===== config.mk =====
export PLATFORM = sky130hd
export DESIGN_NAME = mrrb_space
export DESIGN_NICKNAME = d
export VERILOG_FILES = /design/src/rtl/mrrb_pkg.sv /design/src/rtl/mrrb_space.sv
export SDC_FILE = /design/constraint.sdc
export NUM_CORES = 1
export LEC_CHECK = 0
export BUFFER_PORTS_ARGS = -buffer_cell sky130_fd_sc_hd__buf_2
export CORE_AREA = 2 2 55 63
export DETAILED_ROUTE_END_ITERATION = 10
export DIE_AREA = 0 0 57 65
export GPL_TIMING_DRIVEN = 0
export PLACE_DENSITY = 0.72
export SYNTH_ARGS = -nofsm -noshare
export SYNTH_HDL_FRONTEND = slang
export SYNTH_SLANG_ARGS = --single-unit

===== constraint.sdc =====
create_clock -name vclk -period 3.2
set_input_delay 0.32 -clock vclk [all_inputs]
set_output_delay 0.32 -clock vclk [all_outputs]
set_load 0.02 [all_outputs]

===== src/rtl/mrrb_pkg.sv =====
package mrrb_pkg;

  localparam int unsigned BUF_WORDS        = 1024;
  localparam int unsigned MAX_RECORD_WORDS = 64;
  localparam int unsigned NUM_CHANNELS     = 16;

  localparam int unsigned ADDR_W   = $clog2(BUF_WORDS);
  localparam int unsigned PTR_W    = $clog2(BUF_WORDS + 1);
  localparam int unsigned OP_W     = 3;
  localparam int unsigned CH_W     = 4;
  localparam int unsigned LEN_W    = 7;
  localparam int unsigned WORD_W   = 32;
  localparam int unsigned STATUS_W = 2;
  localparam int unsigned FREE_W   = 11;

  // header word layout
  localparam int unsigned HDR_PEND_BIT = 31;
  localparam int unsigned HDR_LEN_LSB  = 4;
  localparam int unsigned HDR_CH_LSB   = 0;

  typedef logic [PTR_W-1:0]  ptr_t;
  typedef logic [ADDR_W-1:0] addr_t;
  typedef logic [WORD_W-1:0] word_t;
  typedef logic [LEN_W-1:0]  len_t;
  typedef logic [CH_W-1:0]   ch_t;

  typedef enum logic [OP_W-1:0] {
    OP_BEGIN = 3'd0,
    OP_STORE = 3'd1,
    OP_FETCH = 3'd2,
    OP_INVAL = 3'd3,
    OP_CLEAR = 3'd4
  } op_e;

  typedef enum logic [STATUS_W-1:0] {
    ST_OK     = 2'd0,
    ST_NOROOM = 2'd1,
    ST_NONE   = 2'd2,
    ST_SEQ    = 2'd3
  } status_e;

  function automatic word_t make_hdr(logic pend, len_t len, ch_t ch);
    word_t h;
    h = '0;
    h[HDR_PEND_BIT] = pend;
    h[HDR_LEN_LSB +: LEN_W] = len;
    h[HDR_CH_LSB +: CH_W] = ch;
    return h;
  endfunction

endpackage


===== src/rtl/mrrb_space.sv =====
module mrrb_space (
  input  mrrb_pkg::ptr_t rd_ptr_i,
  input  mrrb_pkg::ptr_t wr_ptr_i,
  input  mrrb_pkg::ptr_t wrap_end_i,
  output mrrb_pkg::ptr_t free_o
);

  mrrb_pkg::ptr_t tail;

  always_comb begin
    tail = mrrb_pkg::PTR_W'(mrrb_pkg::BUF_WORDS) - wr_ptr_i;
    if (wrap_end_i == '0) begin
      // larger of the gap at the start and the tail after the write pointer
      free_o = (rd_ptr_i > tail) ? rd_ptr_i : tail;
    end else begin
      free_o = (rd_ptr_i >= wr_ptr_i) ? (rd_ptr_i - wr_ptr_i) : '0;
    end
  end

endmodule


**Word level (Yosys, flattened, before mapping)**

Index checks and enable logic that the tools add are counted.

- Output and inout bits: 11
- Flip-flop bits (word level): 0
- ROM bits: 0
- Input port bits: 33
- Bits in latches: 0
- Memory bits (writable): 0
- Word-level logic and storage cells: 8
- Memories kept: 0

- Bitwise gates (word level): 0
- Reduce and logical (&&, ||, !) cells: 1
- Divide/modulo/power cells: 0
- Multiplexer cells: 3
- Equality and inequality tests: 0
- Add/subtract/negate cells: 2
- Shift operators: 0
- Magnitude comparators: 2
- Multipliers: 0

Operator list:

| cell | count |
|---|---|
| two-way mux 11 bit | 3 |
| greater-or-equal comparator 11 bit | 1 |
| greater-than comparator 11 bit | 1 |
| logical NOT 11 bit | 1 |
| subtractor 11 bit | 1 |
| subtractor 11 bit, first input constant | 1 |

**Logic depth before layout (Yosys ltp)**

Gate-level depths: netlist (run 1).

- Word-level depth: 4
- Mapped depth: 14
- Mapped depth without buffers: 13

**Worst setup path after synthesis (run 1)**

No wires, ideal clock.

- Path type: input to output
- From: input port wr_ptr_i[1]
- To: output port free_o[2]
- Path buffers: 1
- Setup slack: -0.430 ns
- Data required time: 2.880 ns
- Stages on the path: 13
- Arrival time: 3.310 ns
- Cells stage by stage: inv_1 > ha_1 > or3b_1 > buf_6 > nor4b_1 > xnor2_1 > ha_1 > a21oi_1 > o21ai_0 > o21bai_1 > o32ai_4 > nor2_2 > o311ai_1

- Word-level cells in the longest chain between the ends: 4
- Elaborated cells between the ends (all ways): 7
- Those cells by class: add/sub: 2; order compare: 2; mux: 3

RTL lines:

| what | RTL line | RTL |
|---|---|---|
| from (decl) | mrrb_space.sv:3 | `input mrrb_pkg::ptr_t wr_ptr_i,` |
| subtractor 11 bit | mrrb_space.sv:11 | `tail = mrrb_pkg::PTR_W'(mrrb_pkg::BUF_WORDS) - wr_ptr_i;` |
| greater-than comparator 11 bit | mrrb_space.sv:14 | `free_o = (rd_ptr_i > tail) ? rd_ptr_i : tail;` |
| two-way mux 11 bit | mrrb_space.sv:14 |  |
| two-way mux 11 bit (*) | mrrb_space.sv:12 | `if (wrap_end_i == '0) begin` |
| to (decl) | mrrb_space.sv:5 | `output mrrb_pkg::ptr_t free_o` |

Mark *: on every way between the ends. The rest lies on a longest branch, timed or not.

**Worst setup path in the final report (run 1)**

- From: input port wr_ptr_i[1]
- To: output port free_o[10]

Same word-level chain as after synthesis.

==> results of run 1 <==
-- power breakdown --
| part | leakage (nW) | internal, W | switching [W] | total [W] |
|---|---|---|---|---|
| Combinational | 0.949 | 0.000189 | 0.000227 | 0.000416 |
| Sequential | 0 | 0 | 0 | 0 |
| Clock | 0 | 0 | 0 | 0 |
-- per-layer routing --
layer | wire (um) | global-route usage, %
met1 | 2060 | 31.9
met2 | 2510 | 46.1
met3 | 156 | 1.80
met4 | 61 | 3.49
met5 | 0 | 0
-- worst paths after layout --
path,to,slack (ns),depth (start not counted),from
setup / recovery,free_o[10],-0.39,17,wr_ptr_i[1]
hold / removal,free_o[0],1.03,4,rd_ptr_i[0]
-- cell type report --
class	count	area, um2
multi-input combinational	161	1470
fill	264	1040
timing repair buffer	66	465
inverter	20	90.1
tap	36	45.0
buffer	4	31.3
-- through the flow --
stage                     power, W  area [um2]
after floorplan           0.000231        1460
after global placement    0.000319        1720
after detailed placement  0.000323        1720
after CTS                 0.000372        1960
after global routing      0.000449        2100
final                     0.000416        2100
-- worst min-delay path, cell delays in order --
cell	delay (ns)
buf_2	0.09
nand4_1	0.08
o221ai_2	0.08
buf_4	0.14
-- logic make-up (layout without fill, tap and decap cells) --
kind of cell | Yosys count | count (layout) | synth area share, %
and+or+nand+nor | 68 | 68 | 28.8
xor gates and xnor gates | 13 | 13 | 9.78
buffers and inverters | 24 | 90 | 8.15
AOI/OAI and AO/OA | 57 | 58 | 31.6
adders and majority gates | 22 | 22 | 21.7
-- cells in the final DEF, fill, tap and decap left out, drive strengths merged, types with 4 or more instances in the layout --
cell / n
a21oi: 10
ha: 21
nor2: 13
o21ai: 15
o221ai: 5
nor3: 5
xor2: 4
nand4: 11
nand2: 14
xnor2: 8
inv: 20
o32ai: 4
nand3: 9
buf: 69
nor4: 4
-- what timing repair did --
action,CTS,global route
setup buffers,15,8
pin swaps,19,18
gates resized for setup,27,18
endpoints found under the setup margin,11,11
cloned,1,0
==> impl_metrics.toml, run 1 <==
[status]
status = "finished, violations left"
violations = "setup timing"

[cells_and_area]
regArea_um2 = 0
fin_nets = 308
seq_cell_count = 0
layout-drive-gt1-share_pct = 41.8
syn2layout_area_growth_pct = 60.9
instances_no_fill = 287
final_util_pct = 66.9
nClkBuffers = 0
n_antenna_cell = 0

[die]
core-area_um2 = 3140
dieArea_um2 = 3710
die_w_um = 57
row_count = 22
initial_core_util_pct = 41.6
die_h_um = 65
ios = 44

[synth]
synth_top_cell_area_share_pct = 20.1
syn_area_per_cell_um2 = 7.09
ys_warn_count = 0
synth.distinct_cells = 49
synthMostInstantiatedCell = "ha_1"
synthTopCellsByArea = "ha_1, inv_1, o21ai_0"
ys_seq_area_share_pct = 0
synthesis.area_um2 = 1310
synthCells = 184
syn_nets = 239
yosys.area.top_type = "ha_1"
ys_top_cells_by_count = "ha_1, inv_1, o21ai_0"

[placement]
dp_hpwl_um = 3430
placed_cells = 264
port_buffers = 44
pre_cts_slack_ns = -0.674
gp_congestion = 0.861

[sta]
tns_ns = -3.63
post-route-min-period_ns = 3.59
timing.fmax_mhz = 279
drv_slew = 0
relSlewSlack_pct = 61.2
whs_ns = 1.03
finalWorstSetupSlack_ns = -0.389
worst_pin_slew_ns = 0.580
period_share_pct = 112
setup_violations = 11
grt_setup_unrepaired = "yes"
hold_viol_final = 0

[critical_path]
path_cells = "buf_12 > inv_12 > ha_4 > or3b_1 > buf_6 > nor3_4 > nand3_2 > xnor2_2 > ha_4 > a21oi_2 > o21ai_2 > o21bai_4 > o32ai_4 > buf_4 > nor2_2 > o32ai_4 > buf_6"
crit_family = "compound AO/OA/AOI/OAI gates"
slowest_stage = "o32ai_4"
crit_buf_inv = 5
critical_path_class = "in -> out"
endpoint_kind = "primary output"
worstPathMaxFanout = 5
required_ns = 2.88
critPathMaxStageDelay_ns = 0.43
worstPathArrival_ns = 3.27
cp-start-kind = "input pin"

[routing]
vias = 1742
firstDrtPassIters = 4
totalWireLength_um = 4790
drc = 0
drt-initial-drc-count = 86
ant_nets = 0
wl_per_cell_um = 16.7
routed_via_density = 6.07

[run]
cap_violations = 0

[global_routing]
grt_max_degree = 11
track_usage_pct = 24.9
antenna_found_initial = 0
overflow = 0
grt_pass1_wl_um = 7530
grt_pass1_vias = 1596

[pwr]
power_density_nw_per_um2 = 198
ir_drop_mv = 0.143
p_leak_nw = 0.949

[hold_path]
min_path_type = "in -> out"

[cts]
ctsHoldBuffers = 0
No activity file was read; power rests on OpenSTA's default activity.
==> inputs of run 2 (changes only) <==
--- a/config.mk
+++ b/config.mk
@@ -6,9 +6,9 @@
 export NUM_CORES = 1
 export LEC_CHECK = 0
 export BUFFER_PORTS_ARGS = -buffer_cell sky130_fd_sc_hd__buf_2
-export CORE_AREA = 2 2 55 63
+export CORE_AREA = 2 2 58 60
 export DETAILED_ROUTE_END_ITERATION = 10
-export DIE_AREA = 0 0 57 65
+export DIE_AREA = 0 0 60 62
 export GPL_TIMING_DRIVEN = 0
 export PLACE_DENSITY = 0.72
 export SYNTH_ARGS = -nofsm -noshare
==> impl_metrics.toml, run 2 (synthesis gave the netlist of run 1 again) <==
[cells_and_area]
nFillCells = 271
n_antenna_cell = 0
final_common_cell = "buf_2"
regArea_um2 = 0
syn2layout_area_growth_pct = 52.6
final_cell_mix = "buf_2, ha_1, inv_1, buf_4, nand2_1"
fin_nets = 297
seq_cell_count = 0
nClkBuffers = 0
design_area_um2 = 1990
layout-drive-gt1-share_pct = 38.8
final_util_pct = 62.7

[sta]
setup_violations = 11
post-route-min-period_ns = 3.53
hold_viol_final = 0
period_share_pct = 110
timing.fmax_mhz = 283
tns_ns = -2.87
drv_slew = 0
relSlewSlack_pct = 54.6
whs_ns = 1.05
worst_pin_slew_ns = 0.679
finalWorstSetupSlack_ns = -0.334
grt_setup_unrepaired = "yes"

[critical_path]
path_cells = "buf_8 > inv_4 > ha_4 > or3b_4 > nor3_4 > nand3_2 > xnor2_2 > ha_4 > a21oi_2 > o21ai_2 > o21bai_4 > o32ai_4 > buf_12 > nor2_4 > o311ai_4 > buf_6"
endpoint_kind = "primary output"
worstPathArrival_ns = 3.21
cp-start-kind = "input pin"
crit_family = "compound AO/OA/AOI/OAI gates"
slowest_stage = "or3b_4"
critPathMaxStageDelay_ns = 0.44
crit_buf_inv = 4
required_ns = 2.88
critical_path_class = "in -> out"
worstPathMaxFanout = 8
cp_common_cell = "ha_4"

[routing]
wl_per_cell_um = 15.6
firstDrtPassIters = 4
vias = 1668
routed_via_density = 5.83
drt-initial-drc-count = 80
totalWireLength_um = 4470
ant_nets = 0
drc = 0

[placement]
port_buffers = 44
pre_cts_slack_ns = -0.800
gp_congestion = 0.872
dp_hpwl_um = 3430
dpl-instance-area_um2 = 1740

[status]
status = "finished, violations left"
violations = "setup timing"

[pwr]
swShare_pct = 54.6
p_leak_nw = 0.897
p_switching_w = 0.000213
intPower_w = 0.000177
power_density_nw_per_um2 = 196
p_seq_share_pct = 0
comb_power_share_pct = 100.0
clockPowerShare_pct = 0
ir_drop_mv = 0.0955

[global_routing]
grt_max_degree = 11
grt_use_met2_pct = 48.1
use_met1_pct = 29.2
overflow = 0
grt-busiest-layer = "met2"
antenna_found_initial = 0
grt_util_met3_pct = 1.66
track_usage_pct = 24.3
grt_pass1_vias = 1547
grt_pass1_wl_um = 7040

[hold_path]
min_path_type = "in -> out"

[die]
die_h_um = 62
initial_core_util_pct = 41.0
ios = 44
dieArea_um2 = 3720
core-area_um2 = 3180
row_count = 21
die_w_um = 60

[cts]
ctsHoldBuffers = 0

[run]
cap_violations = 0
==> run 2: changes by cell type in the layout (fill, tap and decap cells not counted), moves of 3 or more <==
| cell | change |
|---|---|
| o21ai_0 | +3 |
| buf_4 | -6 |
| buf_6 | -4 |
| o21ai_1 | -3 |
==> run 2: power groups by stage <==
stage	clock [W]	combinational (W)	sequential, W
after floorplan	0	0.000231	0
after global placement	0	0.000321	0
after detailed placement	0	0.000324	0
after CTS	0	0.000372	0
after global routing	0	0.000423	0
final	0	0.000390	0
==> run 2: tightest hold or removal path: stages <==
cell and delay [ns]:
buf_2 0.09, nand4_1 0.09, o221ai_2 0.08, buf_4 0.14
==> run 2: through the flow <==
| step | power, W | std cells |
|---|---|---|
| 6_report | 0.000390 | 286 |
| 5_1_grt | 0.000423 | 286 |
| 4_1_cts | 0.000372 | 279 |
| 3_5_place_dp | 0.000324 | 274 |
| 3_3_place_gp | 0.000321 | 274 |
| 2_1_floorplan | 0.000231 | 184 |
==> run 2: routing by layer <==
layer | routed length, um | share of wire, % | vias to the layer above
met5 | 0 | 0 | -
met4 | 29 | 0.65 | 0
met3 | 209 | 4.7 | 4
met2 | 2280 | 51 | 63
met1 | 1960 | 44 | 778
li1 | - | - | 823
==> run 2: final timing paths <==
check	cells past startpoint	slack, ns	to	start
min	4	1.05	free_o[0]	rd_ptr_i[0]
max	16	-0.33	free_o[7]	wr_ptr_i[0]
==> run 2: timing repair <==
item | CTS | global route
setup endpoints to repair | 11 | 11
endpoints found under the hold margin | 0 | 0
setup buffers | 7 | 7
gates resized for setup | 33 | 5
pin swaps | 18 | 7
==> run 2: cell type report <==
class / count / area (um2) / area share [%]
buffer: 2 / 8.76 / 0.440
inverter: 20 / 90.1 / 4.52
tap: 46 / 57.6 / 2.89
timing repair buffer: 58 / 413 / 20.7
multi-input combinational: 160 / 1420 / 71.4
==> inputs of run 3 (changes only) <==
--- a/config.mk
+++ b/config.mk
@@ -6,11 +6,11 @@
 export NUM_CORES = 1
 export LEC_CHECK = 0
 export BUFFER_PORTS_ARGS = -buffer_cell sky130_fd_sc_hd__buf_2
-export CORE_AREA = 2 2 58 60
+export CORE_AREA = 2 2 55 57
 export DETAILED_ROUTE_END_ITERATION = 10
-export DIE_AREA = 0 0 60 62
+export DIE_AREA = 0 0 57 59
 export GPL_TIMING_DRIVEN = 0
-export PLACE_DENSITY = 0.72
+export PLACE_DENSITY = 0.79
 export SYNTH_ARGS = -nofsm -noshare
 export SYNTH_HDL_FRONTEND = slang
 export SYNTH_SLANG_ARGS = --single-unit
==> constraint.sdc (replaced) <==
create_clock -name vclk -period 3.2
set_input_delay 0.64 -clock vclk [all_inputs]
set_output_delay 0.64 -clock vclk [all_outputs]
set_load 0.02 [all_outputs]
==> impl_metrics.toml, run 3 (synthesis gave the netlist of run 1 again) <==
[critical_path]
crit_buf_inv = 5
cp-start-kind = "input pin"
path_cells = "buf_12 > inv_12 > ha_4 > or3b_4 > nor3_4 > nand3_2 > xnor2_2 > ha_4 > nand4_1 > buf_4 > a31oi_4 > o32ai_4 > buf_6 > o2111ai_4 > o311ai_2 > buf_4"
worstPathArrival_ns = 3.63
worstPathMaxFanout = 4
required_ns = 2.56
crit_family = "simple AND/OR/NAND/NOR gates"
critPathMaxStageDelay_ns = 0.43
critical_path_class = "in -> out"
setup.worst_path.start = "wr_ptr_i[1]"
slowest_stage = "or3b_4"
endpoint_kind = "primary output"

[status]
violations = "setup timing"
status = "finished, violations left"

[global_routing]
grt_pass1_wl_um = 7870
grt_max_degree = 11
track_usage_pct = 29.2
overflow = 0
grt_pass1_vias = 1714
antenna_found_initial = 0

[routing]
routed_via_density = 6.45
vias = 1794
firstDrtPassIters = 4
drt-initial-drc-count = 79
wl_per_cell_um = 17.8
totalWireLength_um = 4950
drc = 0
ant_nets = 0

[die]
initial_core_util_pct = 48.2
core-area_um2 = 2710
die_h_um = 59
dieArea_um2 = 3360
row_count = 19
ios = 44
die_w_um = 57

[cells_and_area]
instances_no_fill = 278
n_antenna_cell = 0
fin_nets = 304
nClkBuffers = 0
syn2layout_area_growth_pct = 58.4
regArea_um2 = 0
final_cell_mix = "buf_2, buf_4, ha_1, inv_1, nand2_1"
seq_cell_count = 0
layout-drive-gt1-share_pct = 41.3
final_common_cell = "buf_2"

[sta]
setup_violations = 11
drv_slew = 0
post-route-min-period_ns = 4.27
tns_ns = -11.10
timing.fmax_mhz = 234
hold_viol_final = 0
finalWorstSetupSlack_ns = -1.07
grt_setup_unrepaired = "yes"
worst_pin_slew_ns = 0.629
relSlewSlack_pct = 58.0
period_share_pct = 133

[hold_path]
hold_start = "rd_ptr_i[0]"
min_path_type = "in -> out"

[run]
cap_violations = 0

[placement]
port_buffers = 44
dp_hpwl_um = 3280
placed_cells = 259
gp_congestion = 0.911

[cts]
ctsHoldBuffers = 0

[pwr]
ir_drop_mv = 0.142
power_density_nw_per_um2 = 197
p_leak_nw = 0.927
-- run 3: final timing paths --
kind / endpoint / cells past startpoint / slack [ns]
max: free_o[6] / 16 / -1.07
min: free_o[0] / 4 / 1.70
-- run 3: area by class of cell --
class	count	area (um2)
Multi-Input combinational cell	161	1480
Buffer	3	20.0
Fill cell	205	643
Tap cell	31	38.8
Inverter	20	90.1
Timing Repair Buffer	63	434
-- run 3: routing by layer --
layer  global-route usage (%)  up-vias  part of all wire (%)
li1                         -      844                     -
met3                     2.40       20                   8.6
met5                        0        -                     0
met2                     53.4      104                    52
met1                     36.4      826                    37
met4                     8.97        0                   2.5
-- run 3: where the power goes --
group / switching (W) / total (W) / internal, W
clock network: 0 / 0 / 0
registers: 0 / 0 / 0
logic: 0.000228 / 0.000406 / 0.000179
-- run 3: metrics by stage --
| stage | setup WS (ns) | total power, W | hold WS, ns | utilization, % | instance area (um2) |
|---|---|---|---|---|---|
| floorplan | -0.773 | 0.000231 | 1.48 | - | 1460 |
| global placement | -1.37 | 0.000319 | 1.68 | 63.4 | 1720 |
| detailed placement | -1.38 | 0.000321 | 1.68 | 63.4 | 1720 |
| CTS | -0.944 | 0.000371 | 1.69 | 72.1 | 1950 |
| global route | -1.15 | 0.000437 | 1.72 | 76.3 | 2070 |
| finish | -1.07 | 0.000406 | 1.70 | 76.3 | 2070 |
-- run 3: timing repair --
item                                    CTS  global route
gates cloned                              1             0
setup buffers                            12             7
endpoints found under the setup margin   11            11
endpoints found under the hold margin     0             0
pin swaps                                15            27
gates resized for setup                  33            12
